==> src/rtl/pixel_replicate_upscaler_core_defines.svh <==
// assertion macros for the upscaler rtl
`ifndef PIXEL_REPLICATE_UPSCALER_CORE_DEFINES_SVH
`define PIXEL_REPLICATE_UPSCALER_CORE_DEFINES_SVH

// same-cycle implication, sampled on clock, off during reset
`define PRU_ASSERT_SAME(label, ante, cons, msg) \
   label: assert property (@(posedge clock) disable iff (reset) (ante) |-> (cons)) \
      else $error(msg);

// next-cycle implication, sampled on clock, off during reset
`define PRU_ASSERT_NEXT(label, ante, cons, msg) \
   label: assert property (@(posedge clock) disable iff (reset) (ante) |=> (cons)) \
      else $error(msg);

`endif

==> src/rtl/pru_pkg.sv <==
// shared types and constants of the pixel replicate upscaler
`timescale 1ns / 1ps
package pru_pkg;

   localparam int SCALE_W  = 7;
   localparam int WIDTH_W  = 11;
   localparam int HEIGHT_W = 16;
   localparam int PIX_W    = 24;
   localparam int KIND_W   = 2;
   localparam int CSR_ADDR_W = 4;
   localparam int CSR_DATA_W = 32;

   localparam logic [SCALE_W-1:0] MAX_FACTOR = 7'd100;
   localparam logic [7:0]         PAD_BYTE   = 8'h00;

   localparam logic FUNC_LOAD = 1'b0;
   localparam logic FUNC_PULL = 1'b1;

   localparam logic [KIND_W-1:0] KIND_PIXEL   = 2'd0;
   localparam logic [KIND_W-1:0] KIND_PAD     = 2'd1;
   localparam logic [KIND_W-1:0] KIND_NONE    = 2'd2;
   localparam logic [KIND_W-1:0] KIND_REFUSED = 2'd3;

   localparam logic [1:0] REG_SCALE  = 2'd0;
   localparam logic [1:0] REG_WIDTH  = 2'd1;
   localparam logic [1:0] REG_HEIGHT = 2'd2;

   typedef struct packed {
      logic [SCALE_W-1:0]  scale;
      logic [WIDTH_W-1:0]  width;
      logic [HEIGHT_W-1:0] height;
   } cfg_type;

   typedef struct packed {
      logic [KIND_W-1:0] kind;
      logic              line_end;
      logic              image_end;
   } rsp_meta_type;

endpackage

==> src/rtl/pru_out_stage.sv <==
// result output register between the line store and the result channel
`timescale 1ns / 1ps
module pru_out_stage
   import pru_pkg::*;
(
   input  logic clock,
   input  logic reset,
   input  logic s1_valid,
   input  rsp_meta_type s1_meta,
   input  logic [PIX_W-1:0] rd_data,
   output logic s1_take,
   output logic rsp_tvalid,
   input  logic rsp_tready,
   output logic [PIX_W-1:0] rsp_tdata,
   output logic [KIND_W:0] rsp_tuser,
   output logic rsp_tlast
);

   logic               out_valid_ff, out_valid_in;
   logic [PIX_W-1:0]   out_pix_ff, out_pix_in;
   rsp_meta_type       out_meta_ff;

   assign s1_take = s1_valid && (!out_valid_ff || rsp_tready);

   always_comb begin
      if (s1_take) begin
         out_valid_in = 1'b1;
      end else if (rsp_tready) begin
         out_valid_in = 1'b0;
      end else begin
         out_valid_in = out_valid_ff;
      end
      out_pix_in = (s1_meta.kind == KIND_PIXEL) ? rd_data : {3{PAD_BYTE}};
   end

   always_ff @(posedge clock) begin
      if (reset) begin
         out_valid_ff <= 1'b0;
      end else begin
         out_valid_ff <= out_valid_in;
      end
   end

   always_ff @(posedge clock) begin
      if (s1_take) begin
         out_pix_ff  <= out_pix_in;
         out_meta_ff <= s1_meta;
      end
   end

   assign rsp_tvalid = out_valid_ff;
   assign rsp_tdata  = out_pix_ff;
   assign rsp_tuser  = {out_meta_ff.image_end, out_meta_ff.kind};
   assign rsp_tlast  = out_meta_ff.line_end;

endmodule

==> config.mk <==
export PLATFORM = sky130hd
export DESIGN_NAME = pru_out_stage
export DESIGN_NICKNAME = d
export VERILOG_FILES = /design/src/rtl/pixel_replicate_upscaler_core_defines.svh /design/src/rtl/pru_pkg.sv /design/src/rtl/pru_out_stage.sv
export SDC_FILE = /design/constraint.sdc
export NUM_CORES = 1
export LEC_CHECK = 0
export BUFFER_PORTS_ARGS = -buffer_cell sky130_fd_sc_hd__buf_4
export CORE_MARGIN = 3
export CORE_UTILIZATION = 32
export CTS_BUF_LIST = sky130_fd_sc_hd__clkbuf_16
export DETAILED_ROUTE_END_ITERATION = 8
export PLACE_DENSITY = 0.71
export SYNTH_ARGS = -nofsm -noshare
export SYNTH_HDL_FRONTEND = slang
export SYNTH_SLANG_ARGS = --single-unit
==> constraint.sdc <==
create_clock -name clock -period 3.5 [get_ports clock]
set_clock_uncertainty 0.05 [all_clocks]
set_input_delay 0.35 -clock clock [delete_from_list [all_inputs] [get_ports clock]]
set_output_delay 0.35 -clock clock [all_outputs]
set_load 0.01 [all_outputs]
==> run summary, run 1 <==
Outcome -> completed
# IOs -> 62
Flop2flop setup slack -> 2.10 ns
Antenna violations before repair -> 0
Syn_area_per_cell -> 17.8 sq um
Syn_nets -> 92
Vias per cell -> 4.10
# clock sinks -> 29
Yosys warnings -> 0
Worst Path Max Fanout -> 12
Number of H-tree levels -> 2
Synth cell count leaders -> edfxtp_1 (28), and2_1 (25), buf_6 (2)
Total CTS buffers -> 5
Root buf cell -> clkbuf_16
Switching share of total power -> 0.189
Worst hold endpoint -> rsp_tvalid$_SDFFE_PP0P_
Arrival @ worst endpoint -> 1.47 ns
Setup ws final -> 1.63 ns
RR Endpoint -> rsp_tdata[14]$_SDFFCE_PP0P_
Cells on Worst Hold Path -> 2
Clock Power Share -> 0.426
Area delta synth->final -> 60.2%
Diode count -> 0
Post-synth EDFFs -> 28
Drt initial violations -> 63
Setup TNS -> 0 ns
Filler cells -> 269
First-pass GRT wire length -> 3.55 mm
Peak supply drop -> 0.217 mV
Clock-pin slew on the worst setup and hold paths -> 0.04 ns
Combinational share of power -> 0.106
Largest net degree at the start of global routing -> 25
DP Wirelength -> 1.70 mm
Drt drc -> 0
Hold_sp -> reset
Final hold vios -> 0
Initial Util -> 0.344
Slew HR -> 0.710
Pre-CTS WS -> 1.72 ns
Skew-Pair Late Insertion Delay -> 0.26 ns
Seq cells post-synth -> 29
Proportion of netlist area held by the largest area contributor -> 0.789
FF-to-FF path depth -> 3
Pwr/cell area -> 516 mW/mm^2
NetSw -> 0.167 mW
Seq/Total Area, Yosys -> 0.808
Number of post-CTS setup repair buffers -> 0
Internal -> 0.714 mW
Sequential share of power -> 0.468
Primary FF master, synth -> edfxtp_1
Antenna viol nets, final -> 0
Max-slew violations -> 0
Worst-Margin Slew -> 0.434 ns
TritonCTS clock tree -> done
# setup viols final -> 0
HP Class -> input pin to flip-flop
CP Class -> flip-flop to output port
# resized after CTS -> 0
Routed wire length -> 2.28 mm
Asr flop ratio synth -> 0
GR Util All Layers -> 0.120
Grt ovf -> 0
Site Rows -> 20
CTS max path bufs -> 2
RSZ-0062 raised after global routing -> false
Final period util -> 0.534
Top-count cell post-synth -> edfxtp_1
Max Cap Violations -> 0
Min Clock Period, post-route -> 1.87 ns
Syn Inst Count -> 60
Die Y-Extent -> 63.7 um
Reg-to-reg critical path startpoint -> rsp_tvalid$_SDFFE_PP0P_
Area contributors post-synth -> edfxtp_1 (79%), and2_1 (15%), buf_6 (2.1%)
Vias in the first global route -> 746
Crit path launch type -> flip-flop
Synth unique cells -> 8
CP Data Required Time -> 3.10 ns
Share of layout cells above drive strength 1 -> 0.535
Setup crit end kind -> output port
Fin nets -> 160
I/O Buffers -> 61
Avg WL per Cell -> 13.2 um
Die area -> 0.00406 sq mm
Leak -> 0.752 nW
Length of the first detailed-routing pass in iterations -> 3
Detailed-route via count -> 710
RePlAce Congestion -> 0.657
Cell taking the most area after synthesis -> edfxtp_1
Max Fclk -> 535 MHz
Core ar. -> 0.00310 sq mm
Synth Cell Area -> 0.00107 sq mm
Cts hold-fix bufs -> 0
Die X -> 63.7 um
layer usage:
metal	GRT usage	share of wire	vias to the layer above
li1	-	-	342
met1	0.124	0.41	318
met3	0.0677	0.10	5
met4	0.0566	0.018	0
met5	0	0	-
met2	0.194	0.47	45
through the flow:
| stage | utilization | hold WS (ns) | cells | total power, mW | area [sq um] |
|---|---|---|---|---|---|
| after floorplan | - | 0.369 | 60 | 0.450 | 1070 |
| after global placement | 0.506 | 0.422 | 165 | 0.511 | 1570 |
| after detailed placement | 0.506 | 0.434 | 165 | 0.514 | 1570 |
| after CTS | 0.550 | 0.185 | 173 | 0.894 | 1710 |
| after global routing | 0.550 | 0.193 | 173 | 0.913 | 1710 |
| final | 0.550 | 0.193 | 173 | 0.881 | 1710 |
area by class of cell:
| cell class | instances | area, sq um | area share |
|---|---|---|---|
| well taps | 44 | 55.1 | 0.0322 |
| multi-input cells | 28 | 179 | 0.105 |
| inverters | 1 | 3.75 | 0.00220 |
| repair buffers | 63 | 473 | 0.277 |
| clock inverters | 3 | 11.3 | 0.00659 |
| clock buffers | 5 | 125 | 0.0733 |
| flip-flops and latches | 29 | 861 | 0.504 |
state kept, by name, indices dropped and copies added (netlist names):
register,count
rsp_tvalid,1
rsp_tdata,24
rsp_tuser,3
rsp_tlast,1
cells by family (layout without fill, tap and decap cells):
| group | after synthesis | in the layout | share of synthesized area |
|---|---|---|---|
| simple gates | 27 | 27 | 0.163 |
| buf+inv | 3 | 72 | 0.0246 |
| compound gates | 1 | 1 | 0.00469 |
| flops | 29 | 29 | 0.808 |
how the worst max path moves through the flow:
stage                                 endpoint  slack, ns               startpoint
floorplan           rsp_tdata[0]$_SDFFCE_PP0P_       1.83               rsp_tready
global placement                       s1_take       1.76               rsp_tready
detailed placement                     s1_take       1.72               rsp_tready
CTS                                    s1_take       1.59  rsp_tvalid$_SDFFE_PP0P_
global route                           s1_take       1.53  rsp_tvalid$_SDFFE_PP0P_
finish                                 s1_take       1.63  rsp_tvalid$_SDFFE_PP0P_
power groups by stage:
stage                     combinational [mW]  clock, mW  sequential [mW]
final                                 0.0937      0.375            0.412
after global routing                   0.102      0.396            0.414
after CTS                             0.0956      0.386            0.413
after detailed placement              0.0951          0            0.418
after global placement                0.0927          0            0.418
after floorplan                       0.0194          0            0.430
cells in the final DEF, fill, tap and decap left out:
cell,netlist,layout
a21oi_1,1,1
and2_1,25,25
buf_4,0,63
clkbuf_16,0,5
dfxtp_1,1,1
edfxtp_1,28,28
inv_1,1,4
nand2b_1,1,1
nor2_4,1,1
critical path, stage by stage (launching register included):
cell,delay (ns)
dfxtp_1,0.30
nand2b_1,0.08
and2_1,0.39
buf_4,0.28
buf_4,0.15
Power figures use the tool's default switching activity.
==> run 2, diff against run 1 <==
clock period = 1.95 ns   (was 3.5 ns; I/O delays follow)
==> run 2 against run 1 <==
Effect of this change: sequential cell count stayed put; non-clock buffer count is 1 lower; utilization is 0.20 points lower; routed wire length is 2.0% lower; combinational power is 74% higher; setup slack worse by 1.2 ns; critical path type unchanged; critical endpoint unchanged; largest cell class unchanged.
==> run summary, run 2 (synthesized netlist as in run 1, its figures left out) <==
Outcome -> completed (unchanged)
Die X -> 63.7 um (unchanged)
Final instance area -> 0.00170 sq mm (was 0.00171 sq mm)
Vias in the first global route -> 729 (was 746)
Crit path launch type -> flip-flop (unchanged)
Fin nets -> 159 (was 160)
Diode count -> 0 (unchanged)
Core ar. -> 0.00310 sq mm (unchanged)
Clock Power Share -> 0.434 (was 0.426)
Area delta synth->final -> 59.6% (was 60.2%)
Avg WL per Cell -> 13.0 um (was 13.2 um)
Setup crit end kind -> output port (unchanged)
Commonest non-fill, non-tap cells in the layout -> buf_4 (62), edfxtp_1 (28), and2_1 (25) (was buf_4 (63), edfxtp_1 (28), and2_1 (25))
FF-to-FF path depth -> 3 (unchanged)
Grt ovf -> 0 (unchanged)
Cells on Worst Hold Path -> 2 (unchanged)
Max Fclk -> 643 MHz
Vias per cell -> 4.13 (was 4.10)
Pre-CTS WS -> 0.661 ns (was 1.72 ns)
Length of the first detailed-routing pass in iterations -> 4 (was 3)
RePlAce Congestion -> 0.669 (was 0.657)
Utilization after layout -> 0.548 (was 0.550)
RSZ-0062 raised after global routing -> false (unchanged)
Leak -> 0.738 nW (was 0.752 nW)
Min Clock Period, post-route -> 1.56 ns
Sequential share of power -> 0.464 (was 0.468)
Crit-path most repeated cell -> buf_4 (unchanged)
Filler cells -> 274 (was 269)
I/O Buffers -> 61 (unchanged)
Drt initial violations -> 64 (was 63)
# IOs -> 62 (unchanged)
Placed Cells -> 164 (was 165)
Slowest CP cell -> buf_4 (was and2_1)
Crit path buffers/inverters -> 2 (unchanged)
Total CTS buffers -> 5 (unchanged)
CP Data Required Time -> 1.70 ns (was 3.10 ns)
CTS max path bufs -> 2 (unchanged)
Final hold vios -> 0 (unchanged)
Slowest stage delay, CP -> 0.33 ns (was 0.39 ns)
Flop2flop setup slack -> 0.71 ns (was 2.10 ns)
Largest net degree at the start of global routing -> 30 (was 25)
Dpl cell area -> 0.00156 sq mm (was 0.00157 sq mm)
Reg-to-reg critical path startpoint -> rsp_tvalid$_SDFFE_PP0P_ (unchanged)
Site Rows -> 20 (unchanged)
Max-slew violations -> 0 (unchanged)
Max Cap Violations -> 0 (unchanged)
DP Wirelength -> 1.59 mm (was 1.70 mm)
Worst Path Max Fanout -> 29 (was 12)
Routed wire length -> 2.23 mm (was 2.28 mm)
TritonCTS clock tree -> done (unchanged)
Initial Util -> 0.344 (unchanged)
NetSw -> 0.313 mW (was 0.167 mW)
Antenna violations before repair -> 0 (unchanged)
Setup ws final -> 0.395 ns (was 1.63 ns)
Combinational share of power -> 0.102 (was 0.106)
First-pass GRT wire length -> 3.49 mm (was 3.55 mm)
Die area -> 0.00406 sq mm (unchanged)
Multi-input combinational cell area -> 179 sq um (unchanged)
Flip-flop count of the largest register after layout -> 24 (unchanged)
Slew HR -> 0.740 (was 0.710)
Share of layout cells above drive strength 1 -> 0.539 (was 0.535)
Hold_sp -> reset (unchanged)
# setup viols final -> 0 (unchanged)
Number of post-CTS setup repair buffers -> 0 (unchanged)
Number of H-tree levels -> 2 (unchanged)
Die Y-Extent -> 63.7 um (unchanged)
# resized after CTS -> 0 (unchanged)
Finished Layout Cells -> 172 (was 173)
RR Endpoint -> rsp_tdata[16]$_SDFFCE_PP0P_ (was rsp_tdata[14]$_SDFFCE_PP0P_)
Worst-Margin Slew -> 0.389 ns (was 0.434 ns)
Cts hold-fix bufs -> 0 (unchanged)
HP Class -> input pin to flip-flop (unchanged)
Switching share of total power -> 0.196 (was 0.189)
Antenna viol nets, final -> 0 (unchanged)
Crit-path cells -> nand2b_1, and2_1, buf_4, buf_4 (unchanged)
Internal -> 1.28 mW (was 0.714 mW)
Register Area -> 861 sq um (unchanged)
CP Class -> flip-flop to output port (unchanged)
Arrival @ worst endpoint -> 1.31 ns (was 1.47 ns)
Clock-pin slew on the worst setup and hold paths -> 0.04 ns (about the same)
Skew-Pair Late Insertion Delay -> 0.26 ns (about the same)
GR Util All Layers -> 0.120 (about the same)
Setup TNS -> 0 ns (unchanged)
# clock sinks -> 29 (unchanged)
Commonest non-fill, non-tap cell in the layout -> buf_4 (unchanged)
Crit-path leading delay family -> buffers and inverters (was simple AND/OR/NAND/NOR gates)
Drt drc -> 0 (unchanged)
Final period util -> 0.798
Pwr/cell area -> 939 mW/mm^2 (was 516 mW/mm^2)
Detailed-route via count -> 711 (was 710)
Worst hold endpoint -> rsp_tvalid$_SDFFE_PP0P_ (unchanged)
Root buf cell -> clkbuf_16 (unchanged)
Peak supply drop -> 0.400 mV (was 0.217 mV)
run 2: cell count changes in the layout (fill, tap and decap cells not counted), sizes merged:
cell | previous run | this run
inv | 4 | 1
buf | 63 | 62
clkinv | 0 | 3
run 2: how the worst max path moves through the flow:
stage,start,slack (ns),cells after the start,endpoint
after floorplan,rsp_tvalid$_SDFFE_PP0P_,0.32,2,rsp_tdata[0]$_SDFFCE_PP0P_
after global placement,rsp_tready,0.69,5,s1_take
after detailed placement,rsp_tready,0.66,5,s1_take
after CTS,rsp_tvalid$_SDFFE_PP0P_,0.37,4,s1_take
after global routing,rsp_tvalid$_SDFFE_PP0P_,0.29,4,s1_take
final,rsp_tvalid$_SDFFE_PP0P_,0.39,4,s1_take
run 2: metal layers:
metal	GRT usage	up-vias	routed length, um
met3	0.0695	4	233
met5	0	-	0
met4	0.0728	0	43
met2	0.169	48	1020
li1	-	344	-
met1	0.139	315	936
run 2: cell type report:
class | count | area share
multi-input cells | 28 | 0.105
flip-flops and latches | 29 | 0.506
well taps | 44 | 0.0324
clock buffers | 5 | 0.0735
clock inverters | 3 | 0.00735
inverters | 1 | 0.00221
repair buffers | 62 | 0.274
run 2: through the flow:
stage                     hold WS (ns)  total power [mW]
after floorplan                  0.214             0.807
after global placement           0.310             0.914
after detailed placement         0.305             0.918
after CTS                       0.0209              1.63
after global routing            0.0315              1.67
final                           0.0279              1.60
run 2: power groups by stage:
stage | clock (mW) | combinational [mW] | sequential [mW]
6_report | 0.693 | 0.163 | 0.741
3_5_place_dp | 0 | 0.166 | 0.752
4_1_cts | 0.719 | 0.166 | 0.741
3_3_place_gp | 0 | 0.163 | 0.751
2_1_floorplan | 0 | 0.0348 | 0.772
5_1_grt | 0.746 | 0.177 | 0.744
==> run 3, diff against run 2 <==
PLACE_DENSITY = 0.73   (was 0.71)
clock period = 1.3 ns   (was 1.95 ns; I/O delays follow)
==> run 3 against run 2 <==
Effect of this change: via count grew 2.4%; utilization rose by 1.6 points; final area grew 2.9%; die area stayed put; critical path depth shrank 1; global-route usage up 0.61 points; total power is 52% higher; cell count increased by 2.9%; register-to-register slack got worse by 0.61 ns.
==> run summary, run 3 (synthesized netlist as in run 1, its figures left out) <==
Outcome -> completed (unchanged)
Max Cap Violations -> 0 (unchanged)
Root buf cell -> clkbuf_16 (unchanged)
Die area -> 0.00406 sq mm (unchanged)
Cells on Worst Hold Path -> 1 (was 2)
RSZ-0062 raised after global routing -> false (unchanged)
CTS max path bufs -> 2 (unchanged)
Peak supply drop -> 0.842 mV (was 0.400 mV)
TritonCTS clock tree -> done (unchanged)
Worst Path Max Fanout -> 3 (was 29)
Drt drc -> 0 (unchanged)
Core ar. -> 0.00310 sq mm (unchanged)
Skew-Pair Late Insertion Delay -> 0.27 ns (was 0.26 ns)
Length of the first detailed-routing pass in iterations -> 3 (was 4)
# setup viols final -> 0 (unchanged)
Final hold vios -> 0 (unchanged)
Largest net degree at the start of global routing -> 25 (was 30)
Reg-to-reg critical path startpoint -> rsp_tvalid$_SDFFE_PP0P_ (unchanged)
Final period util -> 0.931
Area delta synth->final -> 64.2% (was 59.6%)
Initial Util -> 0.344 (unchanged)
Slew HR -> 0.742 (was 0.740)
WHS -> 0.0192 ns (was 0.0279 ns)
Detailed-route via count -> 728 (was 711)
Die X -> 63.7 um (unchanged)
I/O Buffers -> 61 (unchanged)
Total CTS buffers -> 5 (unchanged)
Hold_sp -> s1_meta[2] (was reset)
# clock sinks -> 29 (unchanged)
Die Y-Extent -> 63.7 um (unchanged)
Fin nets -> 164 (was 159)
Number of H-tree levels -> 2 (unchanged)
Pwr/cell area -> 1390 mW/mm^2 (was 939 mW/mm^2)
Commonest non-fill, non-tap cells in the layout -> buf_4 (63), edfxtp_1 (28), and2_1 (24) (was buf_4 (62), edfxtp_1 (28), and2_1 (25))
First-pass GRT wire length -> 3.61 mm (was 3.49 mm)
Crit path launch type -> flip-flop (unchanged)
Worst-Margin Slew -> 0.386 ns (was 0.389 ns)
# IOs -> 62 (unchanged)
FF-to-FF path depth -> 2 (was 3)
Share of layout cells above drive strength 1 -> 0.549 (was 0.539)
Clock-pin slew on the worst setup and hold paths -> 0.04 ns (about the same)
Antenna viol nets, final -> 0 (unchanged)
Min Clock Period, post-route -> 1.21 ns
CP Data Required Time -> 1.12 ns (was 1.70 ns)
Arrival @ worst endpoint -> 1.03 ns (was 1.31 ns)
Avg WL per Cell -> 13.7 um (was 13.0 um)
Diode count -> 0 (unchanged)
CP Class -> flip-flop to output port (unchanged)
Grt ovf -> 0 (unchanged)
Leak -> 0.767 nW (was 0.738 nW)
Max Fclk -> 826 MHz
Antenna violations before repair -> 0 (unchanged)
Routed wire length -> 2.42 mm (was 2.23 mm)
Commonest non-fill, non-tap cell in the layout -> buf_4 (unchanged)
Setup TNS -> 0 ns (unchanged)
Max-slew violations -> 0 (unchanged)
Crit. Startpoint -> rsp_tvalid$_SDFFE_PP0P_ (unchanged)
HP Class -> input pin to flip-flop (unchanged)
GR Util All Layers -> 0.126 (was 0.120)
Setup crit end kind -> output port (unchanged)
RePlAce Congestion -> 0.638 (was 0.669)
Drt initial violations -> 19 (was 64)
DP Wirelength -> 1.65 mm (was 1.59 mm)
Vias in the first global route -> 763 (was 729)
Site Rows -> 20 (unchanged)
Flip-flop count of the largest register after layout -> 24 (unchanged)
Vias per cell -> 4.11 (was 4.13)
# resized after CTS -> 0 (unchanged)
-- run 3: worst paths after layout --
| kind | slack [ns] | end |
|---|---|---|
| setup / recovery | 0.09 | s1_take |
| hold / removal | 0.02 | rsp_tuser[0]$_DFFE_PP_ |
| setup reg to reg | 0.10 | rsp_tuser[1]$_DFFE_PP_ |
| hold reg to reg | 0.53 | rsp_tvalid$_SDFFE_PP0P_ |
-- run 3: final cells by class --
cell class | instances | area, sq um
fill | 260 | 1350
sequential | 29 | 861
timing repair buffer | 66 | 503
inverter | 1 | 3.75
multi-input combinational | 29 | 189
clock buffer | 5 | 125
clock inverter | 3 | 13.8
tap | 44 | 55.1
-- run 3: per-layer routing --
layer,GRT usage,up-vias,part of all wire
met5,0,-,0
met4,0.0755,0,0.029
li1,-,350,-
met2,0.218,39,0.54
met3,0.0677,7,0.089
met1,0.115,332,0.34
-- run 3: worst max-delay path: stages, from the launching register on --
cell and delay [ns]:
dfxtp_1 0.33, nand2b_1 0.11, and2_4 0.18, buf_4 0.14
-- run 3: power by group --
group	switching, mW	internal (mW)	leakage [nW]	total, mW
clock	0.361	0.690	0.0748	1.05
sequential	0.0169	1.09	0.287	1.11
combinational	0.107	0.157	0.406	0.264
total	0.485	1.94	0.767	2.43
-- run 3: per-stage QoR --
step	cell area, sq um	std cells	setup slack, ns	power, mW	utilization
6_report	1750	177	0.0899	2.43	0.564
3_3_place_gp	1560	163	0.162	1.37	0.502
4_1_cts	1750	177	0.0771	2.44	0.564
3_5_place_dp	1560	163	0.128	1.38	0.502
2_1_floorplan	1070	60	0.168	1.21	-
5_1_grt	1750	177	0.0379	2.51	0.564
-- run 3: repair_timing --
item | CTS | global route
endpoints found under the setup margin | 1 | 0
hold endpoints to repair | 3 | 0
hold buffers | 3 | 0
buffers inserted | 2 | 0
