[src/rtl/pixel_replicate_upscaler_core_defines.svh]
// assertion macros for the upscaler rtl
`ifndef PIXEL_REPLICATE_UPSCALER_CORE_DEFINES_SVH
`define PIXEL_REPLICATE_UPSCALER_CORE_DEFINES_SVH

// same-cycle implication, sampled on clock, off during reset
`define PRU_ASSERT_SAME(label, ante, cons, msg) \
   label: assert property (@(posedge clock) disable iff (reset) (ante) |-> (cons)) \
      else $error(msg);

// next-cycle implication, sampled on clock, off during reset
`define PRU_ASSERT_NEXT(label, ante, cons, msg) \
   label: assert property (@(posedge clock) disable iff (reset) (ante) |=> (cons)) \
      else $error(msg);

`endif

[src/rtl/pru_pkg.sv]
// shared types and constants of the pixel replicate upscaler
`timescale 1ns / 1ps
package pru_pkg;

   localparam int SCALE_W  = 7;
   localparam int WIDTH_W  = 11;
   localparam int HEIGHT_W = 16;
   localparam int PIX_W    = 24;
   localparam int KIND_W   = 2;
   localparam int CSR_ADDR_W = 4;
   localparam int CSR_DATA_W = 32;

   localparam logic [SCALE_W-1:0] MAX_FACTOR = 7'd100;
   localparam logic [7:0]         PAD_BYTE   = 8'h00;

   localparam logic FUNC_LOAD = 1'b0;
   localparam logic FUNC_PULL = 1'b1;

   localparam logic [KIND_W-1:0] KIND_PIXEL   = 2'd0;
   localparam logic [KIND_W-1:0] KIND_PAD     = 2'd1;
   localparam logic [KIND_W-1:0] KIND_NONE    = 2'd2;
   localparam logic [KIND_W-1:0] KIND_REFUSED = 2'd3;

   localparam logic [1:0] REG_SCALE  = 2'd0;
   localparam logic [1:0] REG_WIDTH  = 2'd1;
   localparam logic [1:0] REG_HEIGHT = 2'd2;

   typedef struct packed {
      logic [SCALE_W-1:0]  scale;
      logic [WIDTH_W-1:0]  width;
      logic [HEIGHT_W-1:0] height;
   } cfg_type;

   typedef struct packed {
      logic [KIND_W-1:0] kind;
      logic              line_end;
      logic              image_end;
   } rsp_meta_type;

endpackage

[src/rtl/pru_ctrl.sv]
// fill and emission counters, line store access and first result stage
`timescale 1ns / 1ps
`include "pixel_replicate_upscaler_core_defines.svh"
module pru_ctrl
   import pru_pkg::*;
#(
   parameter int MAX_WIDTH = 1024
) (
   input  logic clock,
   input  logic reset,
   input  cfg_type cfg,
   input  logic req_tvalid,
   output logic req_tready,
   input  logic [PIX_W-1:0] req_tdata,
   input  logic req_tuser,
   input  logic s1_take,
   output logic s1_valid,
   output rsp_meta_type s1_meta,
   output logic mem_wr_en,
   output logic [((MAX_WIDTH > 1) ? $clog2(MAX_WIDTH) : 1)-1:0] mem_wr_addr,
   output logic [PIX_W-1:0] mem_wr_data,
   output logic mem_rd_en,
   output logic [((MAX_WIDTH > 1) ? $clog2(MAX_WIDTH) : 1)-1:0] mem_rd_addr
);

   localparam int FILL_W = $clog2(MAX_WIDTH + 1);
   localparam int ADDR_W = (MAX_WIDTH > 1) ? $clog2(MAX_WIDTH) : 1;
   localparam int CNT_W  = (FILL_W > WIDTH_W) ? FILL_W : WIDTH_W;
   localparam logic [CNT_W-1:0] MAX_W_CNT = CNT_W'(MAX_WIDTH);

   logic [FILL_W-1:0]   fill_ff, fill_in;
   logic [FILL_W-1:0]   col_ff, col_in;
   logic                emitting_ff, emitting_in;
   logic [SCALE_W-1:0]  hrep_ff, hrep_in;
   logic [SCALE_W-1:0]  vrep_ff, vrep_in;
   logic [1:0]          pad_ff, pad_in;
   logic [HEIGHT_W-1:0] rows_ff, rows_in;
   logic                s1_valid_ff, s1_valid_in;
   rsp_meta_type        s1_meta_ff, s1_meta_in;

   logic [CNT_W-1:0]    width_raw, width_eff;
   logic [SCALE_W-1:0]  scale_eff;
   logic [HEIGHT_W-1:0] height_eff;
   logic [3:0]          pad_prod;
   logic [1:0]          pad_need;
   logic                acc, acc_load, acc_pull, is_pix;

   always_comb begin
      width_raw = CNT_W'(cfg.width);
      if (width_raw == '0) begin
         width_eff = CNT_W'(1);
      end else if (width_raw > MAX_W_CNT) begin
         width_eff = MAX_W_CNT;
      end else begin
         width_eff = width_raw;
      end
      if (cfg.scale == '0) begin
         scale_eff = SCALE_W'(1);
      end else if (cfg.scale > MAX_FACTOR) begin
         scale_eff = MAX_FACTOR;
      end else begin
         scale_eff = cfg.scale;
      end
      height_eff = (cfg.height == '0) ? HEIGHT_W'(1) : cfg.height;
      // 3 bytes per pixel: pad bytes equal (width * factor) mod 4
      pad_prod = {2'b00, width_eff[1:0]} * {2'b00, scale_eff[1:0]};
      pad_need = pad_prod[1:0];
   end

   assign req_tready = !s1_valid_ff || s1_take;
   assign acc        = req_tvalid && req_tready;
   assign acc_load   = acc && (req_tuser == FUNC_LOAD);
   assign acc_pull   = acc && (req_tuser == FUNC_PULL);
   assign is_pix     = CNT_W'(col_ff) < width_eff;

   always_comb begin
      logic [FILL_W-1:0]   fill_nxt;
      logic [FILL_W-1:0]   col_nxt;
      logic [SCALE_W:0]    h_nxt;
      logic [SCALE_W:0]    v_nxt;
      logic [2:0]          p_nxt;
      logic [HEIGHT_W:0]   r_nxt;
      logic                le;
      logic                produce;

      fill_in     = fill_ff;
      col_in      = col_ff;
      emitting_in = emitting_ff;
      hrep_in     = hrep_ff;
      vrep_in     = vrep_ff;
      pad_in      = pad_ff;
      rows_in     = rows_ff;
      s1_meta_in  = s1_meta_ff;
      mem_wr_en   = 1'b0;
      mem_rd_en   = 1'b0;
      produce     = 1'b0;
      le          = 1'b0;
      fill_nxt    = fill_ff;
      col_nxt     = col_ff;
      h_nxt       = {1'b0, hrep_ff} + (SCALE_W+1)'(1);
      v_nxt       = {1'b0, vrep_ff} + (SCALE_W+1)'(1);
      p_nxt       = {1'b0, pad_ff} + 3'd1;
      r_nxt       = {1'b0, rows_ff} + (HEIGHT_W+1)'(1);

      if (acc_load) begin
         if (emitting_ff) begin
            produce    = 1'b1;
            s1_meta_in = '{kind: KIND_REFUSED, line_end: 1'b0, image_end: 1'b0};
         end else begin
            mem_wr_en = CNT_W'(fill_ff) < MAX_W_CNT;
            if (CNT_W'(fill_ff) < width_eff) begin
               fill_nxt = fill_ff + FILL_W'(1);
            end
            fill_in = fill_nxt;
            if (CNT_W'(fill_nxt) >= width_eff) begin
               emitting_in = 1'b1;
            end
         end
      end else if (acc_pull) begin
         produce = 1'b1;
         if (!emitting_ff) begin
            s1_meta_in = '{kind: KIND_NONE, line_end: 1'b0, image_end: 1'b0};
         end else begin
            if (is_pix) begin
               mem_rd_en = 1'b1;
               if (h_nxt >= {1'b0, scale_eff}) begin
                  hrep_in = '0;
                  col_nxt = col_ff + FILL_W'(1);
               end else begin
                  hrep_in = h_nxt[SCALE_W-1:0];
               end
               col_in = col_nxt;
               le = (CNT_W'(col_nxt) >= width_eff) && (pad_ff >= pad_need);
               s1_meta_in.kind = KIND_PIXEL;
            end else begin
               pad_in = p_nxt[1:0];
               le = p_nxt >= {1'b0, pad_need};
               s1_meta_in.kind = KIND_PAD;
            end
            s1_meta_in.line_end  = le;
            s1_meta_in.image_end = 1'b0;
            if (le) begin
               col_in  = '0;
               hrep_in = '0;
               pad_in  = '0;
               if (v_nxt >= {1'b0, scale_eff}) begin
                  vrep_in     = '0;
                  emitting_in = 1'b0;
                  fill_in     = '0;
                  if (r_nxt >= {1'b0, height_eff}) begin
                     rows_in              = '0;
                     s1_meta_in.image_end = 1'b1;
                  end else begin
                     rows_in = r_nxt[HEIGHT_W-1:0];
                  end
               end else begin
                  vrep_in = v_nxt[SCALE_W-1:0];
               end
            end
         end
      end

      if (produce) begin
         s1_valid_in = 1'b1;
      end else if (s1_take) begin
         s1_valid_in = 1'b0;
      end else begin
         s1_valid_in = s1_valid_ff;
      end
   end

   always_ff @(posedge clock) begin
      if (reset) begin
         fill_ff     <= '0;
         col_ff      <= '0;
         emitting_ff <= 1'b0;
         hrep_ff     <= '0;
         vrep_ff     <= '0;
         pad_ff      <= '0;
         rows_ff     <= '0;
         s1_valid_ff <= 1'b0;
      end else begin
         fill_ff     <= fill_in;
         col_ff      <= col_in;
         emitting_ff <= emitting_in;
         hrep_ff     <= hrep_in;
         vrep_ff     <= vrep_in;
         pad_ff      <= pad_in;
         rows_ff     <= rows_in;
         s1_valid_ff <= s1_valid_in;
      end
   end

   always_ff @(posedge clock) begin
      s1_meta_ff <= s1_meta_in;
   end

   assign mem_wr_addr = fill_ff[ADDR_W-1:0];
   assign mem_wr_data = req_tdata;
   assign mem_rd_addr = col_ff[ADDR_W-1:0];
   assign s1_valid    = s1_valid_ff;
   assign s1_meta     = s1_meta_ff;

   `PRU_ASSERT_NEXT(a_s1_hold, s1_valid_ff && !s1_take, s1_valid_ff && $stable(s1_meta_ff), "stalled result changed")
   `PRU_ASSERT_NEXT(a_refuse, acc_load && emitting_ff, s1_valid_ff && (s1_meta_ff.kind == KIND_REFUSED) && $stable(fill_ff), "load during emission not refused")
   `PRU_ASSERT_NEXT(a_idle_pull, acc_pull && !emitting_ff, s1_valid_ff && (s1_meta_ff.kind == KIND_NONE) && $stable(col_ff), "idle pull not reported")
   `PRU_ASSERT_SAME(a_image_line, s1_valid_ff && s1_meta_ff.image_end, s1_meta_ff.line_end, "image end without line end")

endmodule

[config.mk]
export PLATFORM = sky130hd
export DESIGN_NAME = pru_ctrl
export DESIGN_NICKNAME = d
export VERILOG_FILES = /design/src/rtl/pru_pkg.sv /design/src/rtl/pru_ctrl.sv
export VERILOG_INCLUDE_DIRS = /design/src /design/src/rtl
export SDC_FILE = /design/constraint.sdc
export NUM_CORES = 1
export LEC_CHECK = 0
export BUFFER_PORTS_ARGS = -buffer_cell sky130_fd_sc_hd__buf_2
export CAP_MARGIN = 40
export CORE_MARGIN = 2
export CORE_UTILIZATION = 30
export CTS_BUF_LIST = sky130_fd_sc_hd__clkbuf_8
export CTS_CLUSTER_SIZE = 24
export DETAILED_ROUTE_END_ITERATION = 12
export PLACE_DENSITY = 0.47
export SLEW_MARGIN = 10
export SYNTH_ARGS = -nofsm -noshare
export SYNTH_HDL_FRONTEND = slang
export SYNTH_SLANG_ARGS = --single-unit
export TNS_END_PERCENT = 50
[constraint.sdc]
create_clock -name clock -period 6.7 [get_ports clock]
set_input_delay 1.005 -clock clock [delete_from_list [all_inputs] [get_ports clock]]
set_output_delay 1.005 -clock clock [all_outputs]
set_load 0.1 [all_outputs]
==> summary.txt, run 1 <==
Place
  • Post-Place Setup Slack: about 540 ps
  • I/O Buffers: between 60 and 70
  • HPWL Detailed: approximately 12000 µm
  • Gpl congestion: 0.8622

Synth
  • Main area contributors after synthesis: dfxtp_1, ha_1, buf_4, nand2_1, xnor2_1
  • Post-Syn Area: ~5700 µm²
  • EDFF count, synth: 4
  • Mean Syn Cell Area: between 8 and 9 µm²
  • Post-Syn Instances: 709
  • Asr flop ratio synth: 0%
  • Most common cell in the netlist: ha_1
  • Largest area contributor in the synthesized netlist: dfxtp_1
  • Sequential area share after synthesis: between 20 and 25%
  • Area share of the leading cell type in the synthesized netlist: between 10% and 20%
  • Top FF cell, synth: dfxtp_1
  • Synth cell types: 64
  • Post-synth top cells: ha_1, nand2_1, dfxtp_1, nor2_1, buf_4
  • Synthesis-stage register bit count: 60
  • Post-synth net total: 854
  • Synth warn: 0

CTS
  • Setup bufs post-CTS: 0
  • Clk sinks: 60
  • Clock latency at the later pin of the worst-skew pair: 350 ps
  • Clock Tree Buf Depth: 2
  • CTS Hold Bufs: 0
  • TritonCTS clock tree: done
  • H-tree depth: 3
  • Total CTS buffers: 9
  • Number of gates resized after CTS: 0
  • Clk root buf: clkbuf_8
  • Worst-path clk slew: roughly 70 ps

Route
  • Routed Antenna Nets: 0
  • Avg WL per Cell: between 15 and 20 µm
  • Total number of vias: around 5.2k
  • DR vias/cell: about 5.3
  • 1st-iter DRT viols: ~220
  • Total Wirelength: 15540 µm
  • Drt drc: 0
  • Pre-antenna DRT Iters: 5

Timing
  • Clk_skew: 10.90 ps
  • Worst rel slew slack: 45.16%
  • Fmax: about 0.17 GHz
  • Hold slack: 502.8 ps
  • Fin. max-slew vios: 0
  • Slew at the pin closest to its max-slew limit: around 800 ps
  • RSZ-0062 raised after global routing: false
  • Setup_tns: 0 ps
  • Final Critical Period: a little under 6000 ps
  • Final setup viols: 0
  • Tcrit/Tclk final: slightly below 90%
  • Final WS setup: between 800 and 900 ps
  • Final Hold Vio Count: 0

Power and ir drop
  • P_leak: ~0.0027 µW
  • Net Switching: 232.5 µW
  • Clock Power Share: between 30% and 40%
  • PwrDens: ~130 nW/µm²
  • Final Power: roughly 770 µW
  • Net Sw Frac: between 30 and 40%
  • Internal power: around 540 µW
  • Max IR drop VDD: approximately 0.065 mV
  • Logic pwr share: 14.6%
  • Reg power frac: 47.4%

GRT
  • Largest net degree at the start of global routing: 37
  • Vias in the first global route: about 5k
  • Tot GR Track Use: 15.75%
  • First-pass GRT wire length: about 25000 µm
  • Gr ovfl total: 0
  • Initial antenna violation count: 1

Critical path
  • Worst r2r path cells: 19
  • Slowest cell delay on critical path: approximately 670 ps
  • Critical path's top delay family: compound AO/OA/AOI/OAI gates
  • CP most frequent cell: o21ai_0
  • CP Cell Sequence: buf_2, nor3_1, a21oi_1, o21ai_0, ha_1, nor2b_1, o21ai_0, a31oi_1, o21ai_1, nand3_1, nor2_1, xor2_1, ha_1, o211a_1, o21ai_0, a21o_1, o31a_1, a211o_1, and2_1, a311o_1
  • Worst EP arrival: slightly above 6000 ps
  • CP Class: input port to register
  • Stages on worst setup path: 20
  • Startpoint Class: input port
  • Slowest-stage cell, CP: and2_1
  • Req. time, crit path: ~7000 ps
  • CP endpoint kind: register
  • Buf+Inv Stages, Crit Path: 1
  • Max Fanout on Critical Path: 18

Run status
  • Status: completed

Worst hold path
  • Hold Path Stages: 2
  • Worst hold path class: register to register

Die
  • Full die area: between 20000 and 25000 µm²
  • Core ar.: 18710 µm²
  • Num rows: 50
  • Horiz. Die Dim: roughly 140 µm
  • Die H: approximately 140 µm
  • Initial Util: a little over 30%
  • I/O Pins: 115

Layout
  • Fillers: approximately 2.0k
  • Fin util: about a third
  • Nets: 870
  • Layout area overhead: 6.447%
  • Antenna Cells: 0
  • Area of the multi-input gates: a little under 4000 µm²
  • Flip-flop and latch area: between 1000 and 1500 µm²
  • Layout cells sized above 1: 13.97%

Run
  • Max cap viols: 0
area by class of cell:
| type | instances | area share [%] |
|---|---|---|
| Timing Repair Buffer | 67 | 5.562 |
| Sequential cell | 60 | 20.44 |
| Inverter | 30 | 1.854 |
| Clock buffer | 10 | 2.266 |
| Multi-Input combinational cell | 557 | 64.52 |
| Clock inverter | 6 | 0.5356 |
| Tap cell | 234 | 4.821 |
metrics by stage:
stage	cell area [µm²]	std cells
final	6073	964
after global routing	6073	964
after CTS	6073	964
after detailed placement	5903	948
after global placement	5903	948
after floorplan	5705	709
path summary, 6_finish.rpt:
path              slack, ps  startpoint    endpoint
hold reg to reg         500  hrep_ff[5]  hrep_ff[5]
setup / recovery        890     cfg[31]  fill_ff[7]
hold / removal          500  hrep_ff[5]  hrep_ff[5]
setup reg to reg       1260  hrep_ff[0]  fill_ff[7]
cells in the final DEF, fill, tap and decap left out, drive strengths merged, types with 4 or more instances in the layout:
cell,instances
inv,31
or2,10
dfxtp,56
xor2,13
nand2b,6
nor4,11
nand4,19
o211ai,9
a21oi,37
a211oi,7
xnor2,24
mux2i,7
a22o,9
nor2b,17
a31o,6
buf,67
nor3,19
a22oi,4
and2,8
clkbuf,10
nor2,53
nand2,71
a31oi,6
and3,15
ha,81
a21o,4
edfxtp,4
or3,7
nand3,29
o21ai,36
a311oi,8
worst reg2reg max path: cells and delay by family (launching register included):
kind,cells,cell delay [ps]
compound gates,9,2200
flops,1,440
simple gates,6,1810
fa+ha+maj,3,770
xor+xnor,1,170
power groups by stage:
stage               combinational (µW)  sequential [µW]  clock [µW]
floorplan                          137              380           0
global placement                   110              373           0
detailed placement                 113              373           0
CTS                                114              365         306
global route                       126              365         320
finish                             112              365         292
registers in the layout, indices dropped and copies added, names as in the netlist:
signal       count
rows_ff         16
col_ff          11
fill_ff         11
hrep_ff          7
vrep_ff          7
s1_meta          4
pad_ff           2
emitting_ff      1
s1_valid         1
logic make-up (layout without fill, tap and decap cells):
logic type / count (synthesis) / after routing / share of synthesized area, %
DFF: 60 / 60 / 21.75
AOI/OAI and AO/OA: 154 / 154 / 18.64
and+or+nand+nor: 274 / 274 / 24.43
xor gates and xnor gates: 37 / 37 / 5.680
buffers and inverters: 92 / 113 / 9.561
muxes: 10 / 10 / 1.820
adders and majority gates: 82 / 82 / 18.11
per-layer routing:
| layer | GRT usage (%) | vias to the layer above | part of all wire, % |
|---|---|---|---|
| met1 | 18.75 | 2412 | 44 |
| met2 | 28.18 | 118 | 50 |
| met4 | 4.579 | 2 | 1.4 |
| met5 | 0 | - | 0.084 |
| met3 | 3.712 | 29 | 4.5 |
| li1 | - | 2594 | - |
(Power assumes the default switching activity.)
==> run 2: changes to the inputs <==
Settings changed: BUFFER_PORTS_ARGS -buffer_cell sky130_fd_sc_hd__buf_2 to -buffer_cell sky130_fd_sc_hd__buf_4.
==> run 2 against run 1 <==
Effect of this change:
- cell count is the same
- worst hold slack lost 4.8 ps
- register-to-register slack gained 90 ps
- combinational power grew 7%
- worst setup slack gained 99 ps
- maximum frequency grew 1.7%
- flip-flop and latch count is the same
- sequential share of layout area shrank 0.60 points
- critical path depth is the same
- via count shrank 0.78%
- highest routed layer is now met4
==> summary.txt, run 2 (synthesized netlist as in run 1, its figures left out) <==
CTS
  • Clk sinks: 60 (unchanged)
  • Clk root buf: clkbuf_8
  • TritonCTS clock tree: done
  • Number of gates resized after CTS: 0 (unchanged)
  • Clock Tree Buf Depth: 2 (unchanged)
  • CTS Hold Bufs: 0 (unchanged)
  • Clock latency at the later pin of the worst-skew pair: 360 ps (about the same)
  • Worst-path clk slew: 80 ps (about the same)
  • Setup bufs post-CTS: 0 (unchanged)
  • H-tree depth: 3 (unchanged)
  • Total CTS buffers: 9 (unchanged)

Power and ir drop
  • Net Switching: 239.5 µW (+3.0%)
  • Internal power: 574.2 µW (+7.0%)
  • Logic pwr share: 14.7% (about the same)
  • PwrDens: 130.0 nW/µm² (+2.6%)
  • Reg power frac: 44.9% (-2.5 points)
  • P_leak: 0.002780 µW (+1.7%)
  • Max IR drop VDD: 0.06181 mV (-4.2%)
  • Clock Power Share: 40.4% (+2.4 points)
  • Net Sw Frac: 29.44% (-0.79 points)

GRT
  • Tot GR Track Use: 15.75% (about the same)
  • First-pass GRT wire length: 25340 µm (about the same)
  • Largest net degree at the start of global routing: 37 (unchanged)
  • Vias in the first global route: 5081 (-0.039%)
  • Gr ovfl total: 0 (unchanged)
  • Initial antenna violation count: 0 (-1)

Critical path
  • CP Class: input port to register
  • Startpoint Class: input port
  • Slowest cell delay on critical path: 660 ps (about the same)
  • Slowest-stage cell, CP: and2_1
  • CP most frequent cell: o21ai_0
  • CP Cell Sequence: buf_4, nor3_1, a21oi_1, o21ai_0, ha_1, nor2b_1, o21ai_0, a31oi_1, o21ai_1, nand3_1, nor2_1, xor2_1, ha_1, o211a_1, o21ai_0, a21o_1, o31a_1, a211o_1, and2_1, a311o_1
  • Reg2reg setup slack: 1350 ps (+90 ps)
  • CP endpoint kind: register
  • Req. time, crit path: 7000 ps (about the same)
  • Worst EP arrival: 6020 ps (-90 ps)
  • Max Fanout on Critical Path: 18 (unchanged)

Route
  • Total number of vias: 5115 (-0.78%)
  • Routed Antenna Nets: 0 (unchanged)
  • Pre-antenna DRT Iters: 4 (-1)
  • Total Wirelength: 15430 µm (-0.72%)
  • 1st-iter DRT viols: 239 (+9.1%)
  • Avg WL per Cell: 16.00 µm (-0.72%)
  • DR vias/cell: 5.306 (-0.78%)
  • Drt drc: 0 (unchanged)

Place
  • HPWL Detailed: 12280 µm (+0.75%)
  • Cell Area, Placed: 6066 µm² (+2.8%)
  • Gpl congestion: 0.8609 (-0.15%)
  • I/O Buffers: 66 (unchanged)
  • Post-Place Setup Slack: 517.4 ps (-19.23 ps)

Worst hold path
  • Worst hold path class: register to register

Timing
  • Fmax: 0.1750 GHz (+1.7%)
  • Final WS setup: 986.3 ps (+99.10 ps)
  • RSZ-0062 raised after global routing: false
  • Hold slack: 498.0 ps (-4.762 ps)
  • Tcrit/Tclk final: 85.28% (-1.5 points)
  • Final Hold Vio Count: 0 (unchanged)
  • Final setup viols: 0 (unchanged)
  • Slew at the pin closest to its max-slew limit: 747.9 ps (-63.98 ps)
  • Worst rel slew slack: 49.48% (+4.3 points)
  • Fin. max-slew vios: 0 (unchanged)
  • Clk_skew: 10.73 ps (-0.1708 ps)
  • Setup_tns: 0 ps (unchanged)
  • Final Critical Period: 5714 ps (-99.10 ps)

Run
  • Max cap viols: 0 (unchanged)

Die
  • Core ar.: 18710 µm² (unchanged)
  • I/O Pins: 115 (unchanged)
  • Die H: 141.9 µm (unchanged)
  • Num rows: 50 (unchanged)
  • Horiz. Die Dim: 141.9 µm (unchanged)
  • Full die area: 20140 µm² (unchanged)
  • Initial Util: 30.50% (unchanged)

Layout
  • Flip-flop and latch area: 1241 µm² (unchanged)
  • Layout cells sized above 1: 14.11% (+0.14 points)
  • Layout area overhead: 9.693%
  • Area of the multi-input gates: 3919 µm² (unchanged)
  • Fillers: 1947 (-0.66%)
  • Final Instance Area: 6259 µm² (+3.0%)
  • Max reg flops: 16 (unchanged)
  • Top flop regs: rows_ff: 16 flops, col_ff: 11 flops, fill_ff: 11 flops
  • Nets: 870 (unchanged)
  • Most common cell after layout, fill and taps aside: ha_1
  • Most frequent cells in the layout: ha_1, nand2_1, buf_4
  • Biggest register: rows_ff
  • Antenna Cells: 0 (unchanged)

Run status
  • Status: completed
run 2: cell types whose count changed in the layout (fill, tap and decap cells not counted), sizes merged:
cell,before,now
clkbuf,10,9
clkinvlp,2,1
bufinv,0,1
inv,31,30
clkinv,3,5
run 2: critical path, delay by kind of cell:
kind            cells  cell delay [ps]
compound gates     11             2770
fa+ha+maj           2              450
simple gates        5             1470
buf+inv             1              120
xor+xnor            1              180
run 2: path summary, 6_finish.rpt:
path / from / to / depth (start not counted)
max: cfg[31] / fill_ff[8] / 20
min: rows_ff[5] / rows_ff[5] / 2
max reg2reg: hrep_ff[0] / fill_ff[8] / 19
min reg2reg: rows_ff[5] / rows_ff[5] / 2
run 2: power by group through the flow:
| stage | logic [µW] | registers [µW] | clock network (µW) |
|---|---|---|---|
| after floorplan | 137 | 380 | 0 |
| after global placement | 117 | 374 | 0 |
| after detailed placement | 121 | 374 | 0 |
| after CTS | 121 | 365 | 343 |
| after global routing | 134 | 365 | 356 |
| final | 120 | 365 | 329 |
run 2: through the flow:
| step | std cells | utilization [%] | total power [µW] |
|---|---|---|---|
| after floorplan | 709 | - | 517.6 |
| final | 964 | 33.46 | 813.7 |
| after CTS | 964 | 33.46 | 829.4 |
| after detailed placement | 948 | 32.43 | 494.4 |
| after global placement | 947 | 32.40 | 491.0 |
| after global routing | 964 | 33.46 | 855.9 |
run 2: per-layer routing:
layer,GRT usage (%),part of all wire (%)
met4,6.632,3.3
met1,19.01,45
met2,27.18,48
met3,3.274,4.4
met5,0,0
run 2: cell type report:
cell class | instances | share of cell area [%]
multi-input cells | 557 | 62.62
flip-flops and latches | 60 | 19.83
repair buffers | 67 | 7.997
well taps | 234 | 4.678
clock buffers | 9 | 1.979
inverters | 30 | 1.799
clock inverters | 7 | 1.100
==> run 3: changes to the inputs <==
Settings changed: ABC_AREA from default to 1, PLACE_DENSITY 0.47 to 0.46, RECOVER_POWER from default to 100.
==> run 3 against run 2 <==
Effect of this change:
- register-to-register slack better by 160 ps
- area after synthesis rose by 13%
- maximum frequency decreased by 1.7%
- largest power group is now clock
- critical path depth down 9
- non-clock buffer count is 1 higher
==> summary.txt, run 3 <==
Run status
  • Status: completed

Timing
  • Worst rel slew slack: 20.90% (-29 points)
  • Final WS setup: 885.2 ps (-101.1 ps)
  • Slew at the pin closest to its max-slew limit: 1192 ps (+443.7 ps)
  • Fmax: 0.1720 GHz (-1.7%)
  • RSZ-0062 raised after global routing: false
  • Tcrit/Tclk final: 86.79% (+1.5 points)
  • Setup_tns: 0 ps (unchanged)
  • Final Critical Period: 5815 ps (+101.1 ps)
  • Fin. max-slew vios: 0 (unchanged)
  • Final Hold Vio Count: 0 (unchanged)
  • Clk_skew: 15.86 ps (+5.130 ps)
  • Final setup viols: 0 (unchanged)

Die
  • Full die area: 22660 µm² (+13%)
  • Initial Util: 30.65% (+0.15 points)
  • Horiz. Die Dim: 150.5 µm (+6.1%)
  • Num rows: 53 (+6.0%)
  • Die H: 150.5 µm (+6.1%)
  • Core ar.: 21020 µm² (+12%)
  • I/O Pins: 115 (unchanged)

Route
  • Avg WL per Cell: 13.15 µm (-18%)
  • Total Wirelength: 16920 µm (+9.7%)
  • Pre-antenna DRT Iters: 4 (unchanged)
  • Drt drc: 0 (unchanged)
  • Routed Antenna Nets: 0 (unchanged)
  • DR vias/cell: 4.567 (-14%)
  • 1st-iter DRT viols: 221 (-7.5%)
  • Total number of vias: 5873 (+15%)

Worst hold path
  • Worst hold path class: register to register
  • Hold Path Stages: 2 (unchanged)

Synth
  • Synthesis-stage register bit count: 60 (unchanged)
  • Synth warn: 0 (unchanged)
  • Mean Syn Cell Area: 6.508 µm² (-19%)
  • Post-Syn Area: 6442 µm² (+13%)
  • Asr flop ratio synth: 0% (unchanged)
  • Area share of the leading cell type in the synthesized netlist: 17.40% (-2.2 points)
  • Post-Syn Instances: 990 (+40%)
  • EDFF count, synth: 4 (unchanged)
  • Post-synth net total: 1135 (+33%)
  • Post-synth top cells: nand2_1, inv_1, nor2_1, ha_1, nand3_1
  • Synth cell types: 51 (-20%)
  • Sequential area share after synthesis: 19.27% (-2.5 points)
  • Most common cell in the netlist: nand2_1
  • Top FF cell, synth: dfxtp_1
  • Largest area contributor in the synthesized netlist: dfxtp_1
  • Main area contributors after synthesis: dfxtp_1, ha_1, nand2_1, inv_1, nor2_1

CTS
  • CTS Hold Bufs: 0 (unchanged)
  • Number of gates resized after CTS: 0 (unchanged)
  • Total CTS buffers: 9 (unchanged)
  • Clk root buf: clkbuf_8
  • H-tree depth: 3 (unchanged)
  • Clock Tree Buf Depth: 2 (unchanged)
  • Worst-path clk slew: 70 ps (about the same)
  • Setup bufs post-CTS: 0 (unchanged)
  • Clk sinks: 60 (unchanged)
  • Clock latency at the later pin of the worst-skew pair: 370 ps (about the same)
  • TritonCTS clock tree: done

Place
  • Post-Place Setup Slack: 869.7 ps (+352.3 ps)
  • I/O Buffers: 66 (unchanged)
  • Placed cell count: 1270 (+34%)
  • Gpl congestion: 0.8239 (-4.3%)
  • HPWL Detailed: 13510 µm (+10%)

Critical path
  • Startpoint Class: input port
  • Slowest-stage cell, CP: clkbuf_1
  • Worst EP arrival: 4810 ps (-1210 ps)
  • Crit. Startpoint: cfg[24]
  • Slowest cell delay on critical path: 900 ps (+240 ps)
  • Req. time, crit path: 5690 ps (-1310 ps)
  • Max Fanout on Critical Path: 9 (-9)
  • CP Cell Sequence: buf_4, or2_0, o31ai_1, nand2_1, ha_1, a21oi_1, o21ai_0, a21oi_4, nand2_4, nor2_1, clkbuf_1
  • CP endpoint kind: primary output
  • FF-to-FF End: rows_ff[12]
  • Critical path destination: mem_rd_en
  • R2R Path Start: hrep_ff[0]
  • CP Class: input port to primary output
  • Reg2reg setup slack: 1510 ps (+160 ps)
  • Worst r2r path cells: 24 (+5)

Layout
  • Most frequent cells in the layout: nand2_1, inv_1, nor2_1
  • Final Non-Filler Cells: 1286 (+33%)
  • Top flop regs: rows_ff: 16 flops, col_ff: 11 flops, fill_ff: 11 flops
  • Layout area overhead: 8.040%
  • Nets: 1151 (+32%)
  • Most common cell after layout, fill and taps aside: nand2_1
  • Max reg flops: 16 (unchanged)
  • Antenna Cells: 0 (unchanged)
  • Fillers: 2322 (+19%)
  • Biggest register: rows_ff
  • Layout cells sized above 1: 8.704% (-5.4 points)

GRT
  • Initial antenna violation count: 0 (unchanged)
  • First-pass GRT wire length: 27540 µm (+8.7%)
  • Tot GR Track Use: 15.42% (-0.33 points)
  • Largest net degree at the start of global routing: 40 (+8.1%)
  • Gr ovfl total: 0 (unchanged)
  • Vias in the first global route: 5538 (+9.0%)

Run
  • Max cap viols: 0 (unchanged)

Power and ir drop
  • Max IR drop VDD: 0.07918 mV (+28%)
  • P_leak: 0.003607 µW (+30%)
  • PwrDens: 139.0 nW/µm² (+6.9%)
[run 3: cell types whose count changed in the layout (fill, tap and decap cells not counted), sizes merged, moves of 29 or more]
cell    before  now
buf         67   38
clkbuf       9   40
nand3       29   64
inv         30  153
nor2        53  108
nand2       71  250
[run 3: area by class of cell]
class,instances,area (µm²),share of cell area (%)
clock inverters,6,87.58,1.258
flip-flops and latches,60,1241,17.83
inverters,153,574.3,8.251
clock buffers,10,137.6,1.977
well taps,275,344.1,4.943
multi-input cells,714,4165,59.84
repair buffers,68,410.4,5.896
[run 3: metrics by stage]
stage / total power [µW] / cell area [µm²] / util, % / hold WS [ps]
2_1_floorplan: 601.9 / 6442 / - / 460.2
3_3_place_gp: 596.9 / 6840 / 32.54 / 474.3
3_5_place_dp: 597.0 / 6860 / 32.64 / 477.5
4_1_cts: 991.2 / 7086 / 33.71 / 488.3
5_1_grt: 1027 / 6960 / 33.11 / 513.8
6_report: 967.6 / 6960 / 33.11 / 494.5
[run 3: cells by family after synthesis]
group                      Yosys count  synth area share [%]
AOI/OAI and AO/OA                  107                 9.789
buffers and inverters              216                 15.77
and+or+nand+nor                    487                 33.97
DFF                                 60                 19.27
adders and majority gates           82                 16.04
xor gates and xnor gates            38                 5.166
[run 3: worst max-delay path: cells and delay by family]
family                     cells  cell delay [ps]
buffers and inverters          2             1010
and+or+nand+nor                4              910
AOI/OAI and AO/OA              4             1490
adders and majority gates      1              400
[run 3: how the worst min path moves through the flow]
stage / from / endpoint / slack [ps]
after global placement: vrep_ff[1] / vrep_ff[1] / 470
final: vrep_ff[1] / vrep_ff[1] / 490
after global routing: vrep_ff[1] / vrep_ff[1] / 510
after floorplan: rows_ff[14] / rows_ff[14] / 460
after detailed placement: vrep_ff[1] / vrep_ff[1] / 480
after CTS: vrep_ff[1] / vrep_ff[1] / 490
[run 3: report_power, final]
part	internal, µW	switching [µW]
Combinational	68.6	144
Clock	219	166
Sequential	365	5.18
[run 3: per-layer routing]
layer	global-route usage [%]	share of wire (%)	vias up
li1	-	-	3172
met1	20.78	50	2593
met2	25.25	45	92
met3	2.788	3.9	16
met4	4.198	1.3	0
met5	0	0	-
